File: config.mk
export PLATFORM = sky130hd
export DESIGN_NAME = three_state_pore_cell_update_unit
export DESIGN_NICKNAME = d
export VERILOG_FILES = /design/src/hw/rtl/tspc_pkg.sv /design/src/hw/rtl/tspc_lane.sv /design/src/hw/rtl/tspc_rules.sv /design/src/hw/rtl/three_state_pore_cell_update_unit.sv
export SDC_FILE = /design/constraint.sdc
export NUM_CORES = 1
export LEC_CHECK = 0
export BUFFER_PORTS_ARGS = -buffer_cell sky130_fd_sc_hd__buf_2
export CORE_MARGIN = 3
export CORE_UTILIZATION = 40
export CTS_CLUSTER_DIAMETER = 80
export DETAILED_ROUTE_END_ITERATION = 6
export GPL_TIMING_DRIVEN = 0
export PLACE_DENSITY = 0.6
export SLEW_MARGIN = 20
export SYNTH_ARGS = -nofsm -noshare
export SYNTH_HDL_FRONTEND = slang
export SYNTH_SLANG_ARGS = --single-unit
File: constraint.sdc
create_clock -name clk -period 13.15 [get_ports clk]
set_clock_uncertainty 0.2 [all_clocks]
set_input_delay 2.63 -clock clk [delete_from_list [all_inputs] [get_ports clk]]
set_output_delay 2.63 -clock clk [all_outputs]
set_load 0.05 [all_outputs]
File: src/hw/rtl/tspc_pkg.sv
`timescale 1ns / 1ps
// ----------------------------------------------------------------------------
// tspc_pkg: shared types and constants of the pore cell update unit
// Item structs, configuration register map and reset values, lane sizing.
// ----------------------------------------------------------------------------
package tspc_pkg;

  // Field widths
  localparam int STATE_W = 2;
  localparam int WAIT_W  = 10;
  localparam int NB_W    = 40;
  localparam int DRAW_W  = 24;
  localparam int THR_W   = 25;
  localparam int CFG_W   = 25;
  localparam int CFG_IDX_W = 3;

  // Parameter defaults and limits
  localparam int NEIGHBOR_COUNT_DEF = 20;
  localparam int DRAW_BITS_DEF      = 24;
  localparam int MAX_NEIGHBORS      = 20;

  // Neighbor codes handled by one lane
  localparam int LANE_SIZE  = 4;
  localparam int LANE_CNT_W = $clog2(LANE_SIZE + 1);

  // Cell state codes
  localparam logic [STATE_W-1:0] ST_EMPTY     = 2'd0;
  localparam logic [STATE_W-1:0] ST_UNCHARGED = 2'd1;
  localparam logic [STATE_W-1:0] ST_CHARGED   = 2'd2;
  localparam logic [STATE_W-1:0] ST_UNUSED    = 2'd3;

  // Configuration register indexes
  typedef enum logic [CFG_IDX_W-1:0] {
    REG_WAIT_EMPTY     = 3'd0,
    REG_WAIT_UNCHARGED = 3'd1,
    REG_WAIT_CHARGED   = 3'd2,
    REG_THR_E2U_NEAR   = 3'd3,
    REG_THR_E2U_ALONE  = 3'd4,
    REG_THR_U2C        = 3'd5,
    REG_THR_U2E        = 3'd6,
    REG_THR_C2U        = 3'd7
  } cfg_reg_e;

  // Reset values (Q24 thresholds, 2^24 = 1.0)
  localparam logic [THR_W-1:0] THR_E2U_NEAR_RST  = 25'd16777216;
  localparam logic [THR_W-1:0] THR_E2U_ALONE_RST = 25'd3355;
  localparam logic [THR_W-1:0] THR_U2C_RST       = 25'd16777216;
  localparam logic [THR_W-1:0] THR_U2E_RST       = 25'd16609443;
  localparam logic [THR_W-1:0] THR_C2U_RST       = 25'd84;

  typedef struct packed {
    logic [STATE_W-1:0] cell_state;
    logic [WAIT_W-1:0]  wait_count;
    logic [NB_W-1:0]    neighbor_states;
    logic [DRAW_W-1:0]  draw_first;
    logic [DRAW_W-1:0]  draw_second;
  } in_item_t;

  typedef struct packed {
    logic [STATE_W-1:0] next_state;
    logic [WAIT_W-1:0]  next_wait;
  } out_item_t;

  typedef struct packed {
    logic [WAIT_W-1:0] wait_empty;
    logic [WAIT_W-1:0] wait_uncharged;
    logic [WAIT_W-1:0] wait_charged;
    logic [THR_W-1:0]  thr_e2u_near;
    logic [THR_W-1:0]  thr_e2u_alone;
    logic [THR_W-1:0]  thr_u2c;
    logic [THR_W-1:0]  thr_u2e;
    logic [THR_W-1:0]  thr_c2u;
  } cfg_t;

  typedef struct packed {
    logic [LANE_CNT_W-1:0] unch;
    logic [LANE_CNT_W-1:0] chg;
  } lane_count_t;

endpackage

File: src/hw/rtl/tspc_lane.sv
`timescale 1ns / 1ps
// ----------------------------------------------------------------------------
// tspc_lane: neighbor counting lane
// Counts uncharged and charged codes among LANE_SIZE neighbor codes.
// ----------------------------------------------------------------------------
module tspc_lane #(
  parameter int LANE_BASE      = 0,
  parameter int NEIGHBOR_COUNT = tspc_pkg::NEIGHBOR_COUNT_DEF
) (
  input  logic [2*tspc_pkg::LANE_SIZE-1:0] codes,
  output tspc_pkg::lane_count_t            count
);
  import tspc_pkg::*;

  // Only neighbor positions below NEIGHBOR_COUNT take part; code 3 is ignored
  always_comb begin
    count = '0;
    for (int j = 0; j < LANE_SIZE; j++) begin
      if (LANE_BASE + j < NEIGHBOR_COUNT) begin
        if (codes[2*j +: 2] == ST_UNCHARGED) begin
          count.unch = count.unch + LANE_CNT_W'(1);
        end else if (codes[2*j +: 2] == ST_CHARGED) begin
          count.chg = count.chg + LANE_CNT_W'(1);
        end
      end
    end
  end

endmodule

File: src/hw/rtl/tspc_rules.sv
`timescale 1ns / 1ps
// ----------------------------------------------------------------------------
// tspc_rules: lane merge and transition rules
// Adds the lane counts, applies wait and threshold rules, forms the result.
// ----------------------------------------------------------------------------
module tspc_rules #(
  parameter int NEIGHBOR_COUNT = tspc_pkg::NEIGHBOR_COUNT_DEF,
  parameter int DRAW_BITS      = tspc_pkg::DRAW_BITS_DEF,
  parameter int NUM_LANES      = (NEIGHBOR_COUNT + tspc_pkg::LANE_SIZE - 1) /
                                 tspc_pkg::LANE_SIZE
) (
  input  tspc_pkg::in_item_t    item,
  input  tspc_pkg::lane_count_t counts [NUM_LANES],
  input  tspc_pkg::cfg_t        cfg,
  output tspc_pkg::out_item_t   result
);
  import tspc_pkg::*;

  localparam int CNT_W = $clog2(NEIGHBOR_COUNT + 1);
  localparam int DW    = (DRAW_BITS < DRAW_W) ? DRAW_BITS : DRAW_W;
  localparam logic [DRAW_W-1:0] DRAW_MASK = DRAW_W'((64'd1 << DW) - 64'd1);

  logic [CNT_W-1:0]   cnt_u;
  logic [CNT_W-1:0]   cnt_c;
  logic [STATE_W-1:0] st;
  logic [STATE_W-1:0] nxt;
  logic [WAIT_W-1:0]  wt;
  logic [WAIT_W:0]    wc_inc;
  logic [THR_W-1:0]   d1;
  logic [THR_W-1:0]   d2;
  logic               near;
  logic               alone;
  logic               crowd;

  // Merge the lane counts
  always_comb begin
    cnt_u = '0;
    cnt_c = '0;
    for (int l = 0; l < NUM_LANES; l++) begin
      cnt_u = cnt_u + CNT_W'(counts[l].unch);
      cnt_c = cnt_c + CNT_W'(counts[l].chg);
    end
  end

  // Unused state code reads as empty
  assign st = (item.cell_state == ST_UNUSED) ? ST_EMPTY : item.cell_state;

  // Wait time of the current state
  always_comb begin
    unique case (st)
      ST_UNCHARGED: wt = cfg.wait_uncharged;
      ST_CHARGED:   wt = cfg.wait_charged;
      default:      wt = cfg.wait_empty;
    endcase
  end

  assign d1    = THR_W'(item.draw_first & DRAW_MASK);
  assign d2    = THR_W'(item.draw_second & DRAW_MASK);
  assign near  = (cnt_u >= CNT_W'(1)) || (cnt_c >= CNT_W'(2));
  assign alone = (cnt_u == '0) && (cnt_c == '0);
  assign crowd = (cnt_u >= CNT_W'(3)) || (cnt_c >= CNT_W'(2));

  // Transition rules, once the wait time has passed
  always_comb begin
    nxt = st;
    if (item.wait_count >= wt) begin
      unique case (st)
        ST_UNCHARGED: begin
          if (crowd) begin
            if (d1 < cfg.thr_u2c) nxt = ST_CHARGED;
            else if (d2 < cfg.thr_u2e) nxt = ST_EMPTY;
          end else if (d1 < cfg.thr_u2e) begin
            nxt = ST_EMPTY;
          end
        end
        ST_CHARGED: begin
          // charged goes to empty unless a crowd and a draw below thr_c2u make it uncharged
          if (crowd && (d1 < cfg.thr_c2u)) nxt = ST_UNCHARGED;
          else nxt = ST_EMPTY;
        end
        default: begin
          if (near) begin
            if (d1 < cfg.thr_e2u_near) nxt = ST_UNCHARGED;
          end else if (alone) begin
            if (d1 < cfg.thr_e2u_alone) nxt = ST_UNCHARGED;
          end
        end
      endcase
    end
  end

  // Counter: clear on change, else saturating increment
  assign wc_inc = {1'b0, item.wait_count} + (WAIT_W + 1)'(1);

  always_comb begin
    result.next_state = nxt;
    if (nxt != st) begin
      result.next_wait = '0;
    end else if (wc_inc > {1'b0, wt}) begin
      result.next_wait = wt;
    end else begin
      result.next_wait = wc_inc[WAIT_W-1:0];
    end
  end

endmodule

File: src/hw/rtl/three_state_pore_cell_update_unit.sv
`timescale 1ns / 1ps
// ----------------------------------------------------------------------------
// three_state_pore_cell_update_unit: per-cell update of the pore automaton
// One cell item per clock unless stalled; returns next state and wait counter.
// ----------------------------------------------------------------------------
// The unit accepts one cell item every clock unless the output side is stalled
// with both stages full; a result passes the stage 1 register and then the
// output register. The first stage is a row of counting lanes, four neighbor
// codes per lane, whose counts are registered; the second stage merges the
// lane counts, applies the wait and threshold rules and loads the output
// register. Stalls propagate back one stage at a time, so an item is still
// taken while a finished result waits. Configuration writes take effect at
// the next clock and are meant to be made while no item is in flight.
module three_state_pore_cell_update_unit #(
  parameter int NEIGHBOR_COUNT = tspc_pkg::NEIGHBOR_COUNT_DEF,
  parameter int DRAW_BITS      = tspc_pkg::DRAW_BITS_DEF
) (
  input  logic                             clk,
  input  logic                             rst,
  input  logic                             wr_en,
  input  logic [tspc_pkg::CFG_IDX_W-1:0]   wr_index,
  input  logic [tspc_pkg::CFG_W-1:0]       wr_data,
  input  logic                             in_valid,
  output logic                             in_ready,
  input  tspc_pkg::in_item_t               in_data,
  output logic                             out_valid,
  input  logic                             out_ready,
  output tspc_pkg::out_item_t              out_data
);
  import tspc_pkg::*;

  localparam int NUM_LANES = (NEIGHBOR_COUNT + LANE_SIZE - 1) / LANE_SIZE;

  cfg_t        cfg;
  lane_count_t lane_cnt [NUM_LANES];
  lane_count_t s1_cnt   [NUM_LANES];
  in_item_t    s1_item;
  logic        s1_valid;
  logic        s1_load;
  logic        s2_load;
  out_item_t   result;

  // Configuration registers
  always_ff @(posedge clk) begin
    if (rst) begin
      cfg.wait_empty     <= '0;
      cfg.wait_uncharged <= '0;
      cfg.wait_charged   <= '0;
      cfg.thr_e2u_near   <= THR_E2U_NEAR_RST;
      cfg.thr_e2u_alone  <= THR_E2U_ALONE_RST;
      cfg.thr_u2c        <= THR_U2C_RST;
      cfg.thr_u2e        <= THR_U2E_RST;
      cfg.thr_c2u        <= THR_C2U_RST;
    end else if (wr_en) begin
      unique case (cfg_reg_e'(wr_index))
        REG_WAIT_EMPTY:     cfg.wait_empty     <= wr_data[WAIT_W-1:0];
        REG_WAIT_UNCHARGED: cfg.wait_uncharged <= wr_data[WAIT_W-1:0];
        REG_WAIT_CHARGED:   cfg.wait_charged   <= wr_data[WAIT_W-1:0];
        REG_THR_E2U_NEAR:   cfg.thr_e2u_near   <= wr_data[THR_W-1:0];
        REG_THR_E2U_ALONE:  cfg.thr_e2u_alone  <= wr_data[THR_W-1:0];
        REG_THR_U2C:        cfg.thr_u2c        <= wr_data[THR_W-1:0];
        REG_THR_U2E:        cfg.thr_u2e        <= wr_data[THR_W-1:0];
        REG_THR_C2U:        cfg.thr_c2u        <= wr_data[THR_W-1:0];
        default: ;
      endcase
    end
  end

  // Pipeline flow control
  assign s2_load  = !out_valid || out_ready;
  assign s1_load  = !s1_valid || s2_load;
  assign in_ready = s1_load;

  // Counting lanes
  for (genvar l = 0; l < NUM_LANES; l++) begin : g_lane
    tspc_lane #(
      .LANE_BASE      (l * LANE_SIZE),
      .NEIGHBOR_COUNT (NEIGHBOR_COUNT)
    ) u_lane (
      .codes (in_data.neighbor_states[2*LANE_SIZE*l +: 2*LANE_SIZE]),
      .count (lane_cnt[l])
    );
  end

  // Stage 1: lane counts and item payload
  always_ff @(posedge clk) begin
    if (rst) begin
      s1_valid <= 1'b0;
    end else if (s1_load) begin
      s1_valid <= in_valid;
    end
  end

  always_ff @(posedge clk) begin
    if (s1_load && in_valid) begin
      s1_item <= in_data;
      s1_cnt  <= lane_cnt;
    end
  end

  // Merge and rules
  tspc_rules #(
    .NEIGHBOR_COUNT (NEIGHBOR_COUNT),
    .DRAW_BITS      (DRAW_BITS),
    .NUM_LANES      (NUM_LANES)
  ) u_rules (
    .item   (s1_item),
    .counts (s1_cnt),
    .cfg    (cfg),
    .result (result)
  );

  // Stage 2: output register
  always_ff @(posedge clk) begin
    if (rst) begin
      out_valid <= 1'b0;
    end else if (s2_load) begin
      out_valid <= s1_valid;
    end
  end

  always_ff @(posedge clk) begin
    if (s2_load && s1_valid) begin
      out_data <= result;
    end
  end

  // Checks
  a_state_code: assert property (@(posedge clk) disable iff (rst)
    out_valid |-> (out_data.next_state != ST_UNUSED))
    else $error("result carries the unused state code");

  a_ready_cause: assert property (@(posedge clk) disable iff (rst)
    !in_ready |-> (s1_valid && out_valid && !out_ready))
    else $error("input stalled without a full pipeline");

  a_s1_hold: assert property (@(posedge clk) disable iff (rst)
    (s1_valid && out_valid && !out_ready) |=> (s1_valid && $stable(s1_item)))
    else $error("stage 1 item lost under stall");

  a_reset_empty: assert property (@(posedge clk)
    rst |=> (!s1_valid && !out_valid))
    else $error("pipeline not empty after reset");

endmodule
== After elaboration in Yosys (flattened, before gate mapping) ==
Cells that the tools add are included.

* Reduce and logical (&&, ||, !) cells: 21
* $lt $le $gt $ge: 11
* Add/subtract/negate cells: 39
* Muxes and demuxes: 74
* Eq/ne operators: 51

{| class="wikitable"
|+ Operator list
! operator !! count
|-
| < comparator 24 x 25 -> 1 bit || 6
|-
| two-way mux 3 bit || 50
|-
| adder 3 x 1 -> 3 bit (second input constant) || 25
|-
| equality test 2 bit (second input constant) || 22
|-
| equality test 2 x 1 -> 1 bit (second input constant) || 21
|-
| adder 5 x 3 -> 5 bit || 6
|-
| two-way mux 2 bit || 10
|-
| one-hot mux 10 bit (2 select lines) || 1
|-
| AND reduction 2 bit || 8
|-
| equality test 3 bit (second input constant) || 4
|-
| adder 10 x 1 -> 11 bit (second input constant) || 1
|-
| > comparator 11 x 10 -> 1 bit || 1
|-
| two-way mux 1 bit || 11
|-
| adder 1 x 1 -> 2 bit (second input constant) || 5
|-
| greater-or-equal comparator 10 bit || 1
|-
| greater-or-equal comparator 5 x 2 -> 1 bit (second input constant) || 2
|-
| zero test 5 bit || 2
|-
| two-way mux 10 bit || 1
|-
| adder 3 x 3 -> 4 bit || 2
|-
| equality test 3 x 2 -> 1 bit (second input constant) || 2
|-
| greater-or-equal comparator 5 x 1 -> 1 bit (second input constant) || 1
|-
| logical AND 1 bit || 4
|-
| logical OR 1 bit || 4
|-
| one-hot mux 2 bit (2 select lines) || 1
|-
| 4 further kinds || 5
|}

* Logic and storage cells: 222
* Register bits: 259

== Depth between registers and ports, before layout ==
* Word-level depth: 12
* Mapped depth: 18

== By module ==
A second synthesis with hierarchy kept.

* Cell total of the unflattened synthesis: 1619
* Area total of the unflattened synthesis: 17419.2 sq um

{| class="wikitable"
|+ By module, submodules not included
! module !! area each (sq um) !! cells an instance !! instances
|-
| three_state_pore_cell_update_unit || 10483.8 || 722 || 1
|-
| tspc_rules || 5340.1 || 702 || 1
|-
| tspc_lane || 319.1 || 39 || 5
|}

== Worst setup path before layout ==
No wires, ideal clock.

* Path kind: input port to output port
* From: in out_ready
* To: out in_ready
* Arrival time: 3153 ps
* Stages on the path: 2
* Slack: 7167 ps
* Buffers on the path: 0
* Path through: nor2b_1 -> nand2_1

* Word-level cells in the longest chain between the ends: 2

{| class="wikitable"
|+ RTL lines
! element !! line !! source
|-
| from (decl) || three_state_pore_cell_update_unit.sv:27 || <nowiki>input logic out_ready,</nowiki>
|-
| logical OR 1 bit || three_state_pore_cell_update_unit.sv:70 || <nowiki>assign s2_load = !out_valid || out_ready;</nowiki>
|-
| logical OR 1 bit || three_state_pore_cell_update_unit.sv:71 || <nowiki>assign s1_load = !s1_valid || s2_load;</nowiki>
|-
| to (decl) || three_state_pore_cell_update_unit.sv:24 || <nowiki>output logic in_ready,</nowiki>
|}

Every way passes these cells.

== Worst setup path in the final report ==
Ends and elaborated chain as after synthesis.

==> flow_results.org <==
** Min path
- Hold crit path type :: reg2reg
- The worst hold path passes through 2 cells.

** Drt
- Number of optimization iterations in the first detailed-route pass :: 5
- In the final routed layout, each cell accounts on average for 17.3 microns.
- In the routed layout, each cell is associated on average with a via count of 5.12.
- DR DRC count :: 0
- The final layout contains routed wiring with a total length of 41400 microns.
- The final route contains 12300 vias.
- For this block, the initial DRC count from the detailed router was 725.
- Count of antenna-violating nets left after detailed routing :: 0

** Synthesis
- Yosys top cell by area :: sky130_fd_sc_hd__dfxtp_1
- Yosys top cell area share :: 20.5%
- Unique cell type count in the Yosys netlist :: 70
- Of the synthesized area, sequential elements account for 40.5%.
- The cell count after synthesis came out at 1692.
- Main flop type after synthesis :: sky130_fd_sc_hd__dfxtp_1
- Count of flip-flops with a built-in enable after synthesis :: 102
- Counting flops with an async set or reset pin after synthesis yields a share of 0%.
- Synthesis produced a netlist with a net count of 2048.
- During synthesis, Yosys emitted a total of 0 warnings.
- Number of synthesized register bits :: 259
- Yosys attributes the largest share of cell area to sky130_fd_sc_hd__dfxtp_1, sky130_fd_sc_hd__edfxtp_1, sky130_fd_sc_hd__ha_1.
- Mean instance size in the synthesized netlist :: 9.06 sq um
- Post-Syn Area :: 15300 sq um

** Timing
- Final Slew Violations :: 0
- Crit path time final :: 6.13 ns
- The final critical path takes up 46.6% of the cycle.
- Final setup margin :: 7.02 ns
- Setup repair after global routing missed its margin :: no
- Final hold violations :: 0
- Rel. slew slack :: 40.5%
- Setup violations remaining at the end of the flow were counted as 0.
- Final hold slack :: 0.250 ns
- Final TNS setup :: 0 ns
- Transition time at the pin with the least slew margin :: 0.884 ns
- Maximum clock rate :: 163 MHz

** Clocking
- In this run the number of H-tree levels came out at 1.
- After clock tree synthesis, the repair step resized 0 gates.
- Latest clock arrival within the worst-skew pair :: 0.57 ns
- Counting the buffers created by CTS gives 30.
- Total clock sinks :: 259
- TritonCTS built the clock tree.
- Clock-pin slew of the registers on the worst-case setup and hold paths :: 0.06 ns
- Post-CTS Setup Bufs :: 0
- In this run the deepest clock path goes through 3 buffers.
- Number of buffers inserted by hold repair at cts :: 0
- The root buffer cell chosen for the clock tree is sky130_fd_sc_hd__clkbuf_16.

** Place
- Count of buffers from port buffering :: 132
- The wire-length estimate of the detail-placed layout is 31600 microns.
- Placed Cells incl. Taps :: 2336
- OpenSTA, run right after detailed placement, puts the worst setup slack at 7.06 ns.
- Final weighted congestion in routability-driven placement :: 0.871
- Placed cell area :: 16700 sq um

** GRT
- Entering global routing, the biggest net connects 51 pins.
- The number of antenna violations at the first check in global routing is 1.
- Global Route Usage Sum :: 20.1%
- The via count of the first global-routing pass is 12000.
- Global-route wire length before repair :: 64700 microns
- Grt ovf :: 0

** Power
- The share of total power dissipated in sequential elements is 42.1%.
- Internal Pwr Total :: 1.54 mW
- For this design the ratio of total power to cell area is 121 nW/um^2.
- Static leakage :: 7.32 nW
- Clock network power share :: 39.3%
- Maximum resistive drop on vdd :: 0.111 mV
- The analysis attributes to net switching a power of 0.601 mW.
- Combinational logic burns 18.7% of the power.
- Sw frac :: 28.0%

** Layout
- Fill cells :: 3741
- The finished layout holds 2392 standard cells, fillers aside.
- Growth of design area from synthesis to finish :: 15.2%
- For this run, the post-layout net count is 2213.
- The number of antenna diodes in the final layout is 0.
- Of the cells placed in the final design, the portion with a size suffix greater than 1 is 12.3%.
- Final design area excluding fillers :: 17700 sq um
- Most used cells in the layout excluding fill and tap cells :: sky130_fd_sc_hd__nand2_1, sky130_fd_sc_hd__ha_1, sky130_fd_sc_hd__inv_1
- Area taken by multi-input logic gates :: 8180 sq um
- Storage cell area :: 6210 sq um
- Leaving out fill and tap cells, the most frequent cell in the layout is sky130_fd_sc_hd__nand2_1.

** Worst setup path
- The largest single stage delay on the critical path is 0.23 ns.
- The worst register-to-register path has a depth of 17.
- CP startpoint :: out_ready
- Startpoint type of the worst setup path :: input port
- Reg2Reg Setup Slack :: 7.79 ns
- Traced cell by cell, the critical path runs through buf_2 -> nor2b_1 -> nand2_1 -> buf_2.
- Worst EP required :: 10.32 ns
- Maximum fanout along the worst path :: 4
- Critical path arrival :: 3.30 ns
- Sort of element at the end of the critical path :: output port
- The largest individual stage delay along the critical path comes from the cell sky130_fd_sc_hd__nor2b_1.
- Capture point of the worst path :: in_ready
- In this design, the critical path's most frequently occurring cell is sky130_fd_sc_hd__buf_2.
- Worst reg2reg endpoint :: out_data[5]
- The critical path is of the in2out type.
- In this run the critical register-to-register path is launched from s1_cnt[21].

** Job
- Max-cap violation count :: 0

** Run status
- Run status :: finished clean

** Die
- Die Height :: 202 microns
- Effective utilization at floorplan :: 40.6%
- Total Die Area :: 40700 sq um
- Area of the core :: 37800 sq um
- I/O pins :: 147
- Width of the die :: 202 microns
- The floorplan has 71 rows.
==> cell families (layout without fill, tap and decap cells) <==
logic type	Yosys count	after routing	synth area share [%]
compound gates	332	332	13.1
xor+xnor	42	42	2.40
fa+ha+maj	223	223	18.9
buf+inv	244	433	6.21
flops	259	259	40.5
mux	29	29	2.08
simple gates	563	563	16.8
==> power groups by stage <==
| stage | logic [mW] | registers (mW) | clock network (mW) |
|---|---|---|---|
| after detailed placement | 0.402 | 0.919 | 0 |
| after global routing | 0.461 | 0.905 | 0.892 |
| after global placement | 0.387 | 0.920 | 0 |
| after floorplan | 0.272 | 0.921 | 0 |
| after CTS | 0.405 | 0.902 | 0.860 |
| final | 0.400 | 0.902 | 0.842 |
==> layer usage <==
| metal | track usage [%] | routed length, microns |
|---|---|---|
| met5 | 0 | 13 |
| met4 | 5.38 | 903 |
| met3 | 2.69 | 2060 |
| met2 | 34.9 | 19900 |
| met1 | 26.5 | 18500 |
==> worst min-delay path by stage <==
stage                  start       end
finish               cfg[50]   cfg[50]
floorplan           cfg[100]  cfg[100]
global placement     cfg[50]   cfg[50]
CTS                  cfg[50]   cfg[50]
detailed placement   cfg[50]   cfg[50]
global route         cfg[68]   cfg[68]
==> sequential cells by signal, indices dropped and copies added, names as in the netlist <==
register   cells
cfg          155
out_data      12
out_valid      1
s1_cnt        30
s1_item       60
s1_valid       1
==> critical path, delay by kind of cell <==
kind	cells	cell delay, ns
and+or+nand+nor	2	0.34
buffers and inverters	2	0.31
==> metrics by stage <==
step / util (%) / total power, mW
after global routing: 46.8 / 2.26
after global placement: 44.0 / 1.31
final: 46.8 / 2.14
after detailed placement: 44.1 / 1.32
after floorplan: - / 1.19
after CTS: 46.8 / 2.17
==> synth_stat cells, types with 4 or more instances <==
| cell | instances |
|---|---|
| sky130_fd_sc_hd__nand3b_1 | 9 |
| sky130_fd_sc_hd__a2111oi_0 | 4 |
| sky130_fd_sc_hd__nor4_1 | 12 |
| sky130_fd_sc_hd__mux2_2 | 23 |
| sky130_fd_sc_hd__mux2i_1 | 6 |
| sky130_fd_sc_hd__nand2b_1 | 27 |
| sky130_fd_sc_hd__a211o_1 | 22 |
| sky130_fd_sc_hd__nor2b_1 | 31 |
| sky130_fd_sc_hd__clkbuf_1 | 45 |
| sky130_fd_sc_hd__edfxtp_1 | 102 |
| sky130_fd_sc_hd__o21ai_1 | 6 |
| sky130_fd_sc_hd__nor2_1 | 63 |
| sky130_fd_sc_hd__a21oi_1 | 181 |
| sky130_fd_sc_hd__ha_1 | 209 |
| sky130_fd_sc_hd__inv_1 | 188 |
| sky130_fd_sc_hd__a31oi_1 | 5 |
| sky130_fd_sc_hd__clkbuf_2 | 4 |
| sky130_fd_sc_hd__dfxtp_1 | 157 |
| sky130_fd_sc_hd__o21a_1 | 4 |
| sky130_fd_sc_hd__fa_1 | 14 |
| sky130_fd_sc_hd__and4_1 | 6 |
| sky130_fd_sc_hd__nand4_1 | 18 |
| sky130_fd_sc_hd__o211ai_1 | 7 |
| sky130_fd_sc_hd__nor3_1 | 10 |
| sky130_fd_sc_hd__xor2_1 | 12 |
| sky130_fd_sc_hd__xnor2_1 | 30 |
| sky130_fd_sc_hd__o21ai_0 | 43 |
| sky130_fd_sc_hd__a21o_1 | 21 |
| sky130_fd_sc_hd__buf_4 | 6 |
| sky130_fd_sc_hd__nand2_1 | 333 |
| sky130_fd_sc_hd__or2_2 | 4 |
| sky130_fd_sc_hd__a221o_1 | 10 |
| sky130_fd_sc_hd__a211oi_1 | 4 |
| sky130_fd_sc_hd__and2_1 | 9 |
| sky130_fd_sc_hd__nand3_1 | 20 |
==> area by class of cell <==
type	count	area share, %
plain buffers	56	1.39
clock buffers	36	4.68
clock inverters	20	0.943
inverters	188	4.00
multi-input cells	1189	46.3
flip-flops and latches	259	35.2
well taps	511	3.62
repair buffers	133	3.90
(Power assumes the default switching activity.)
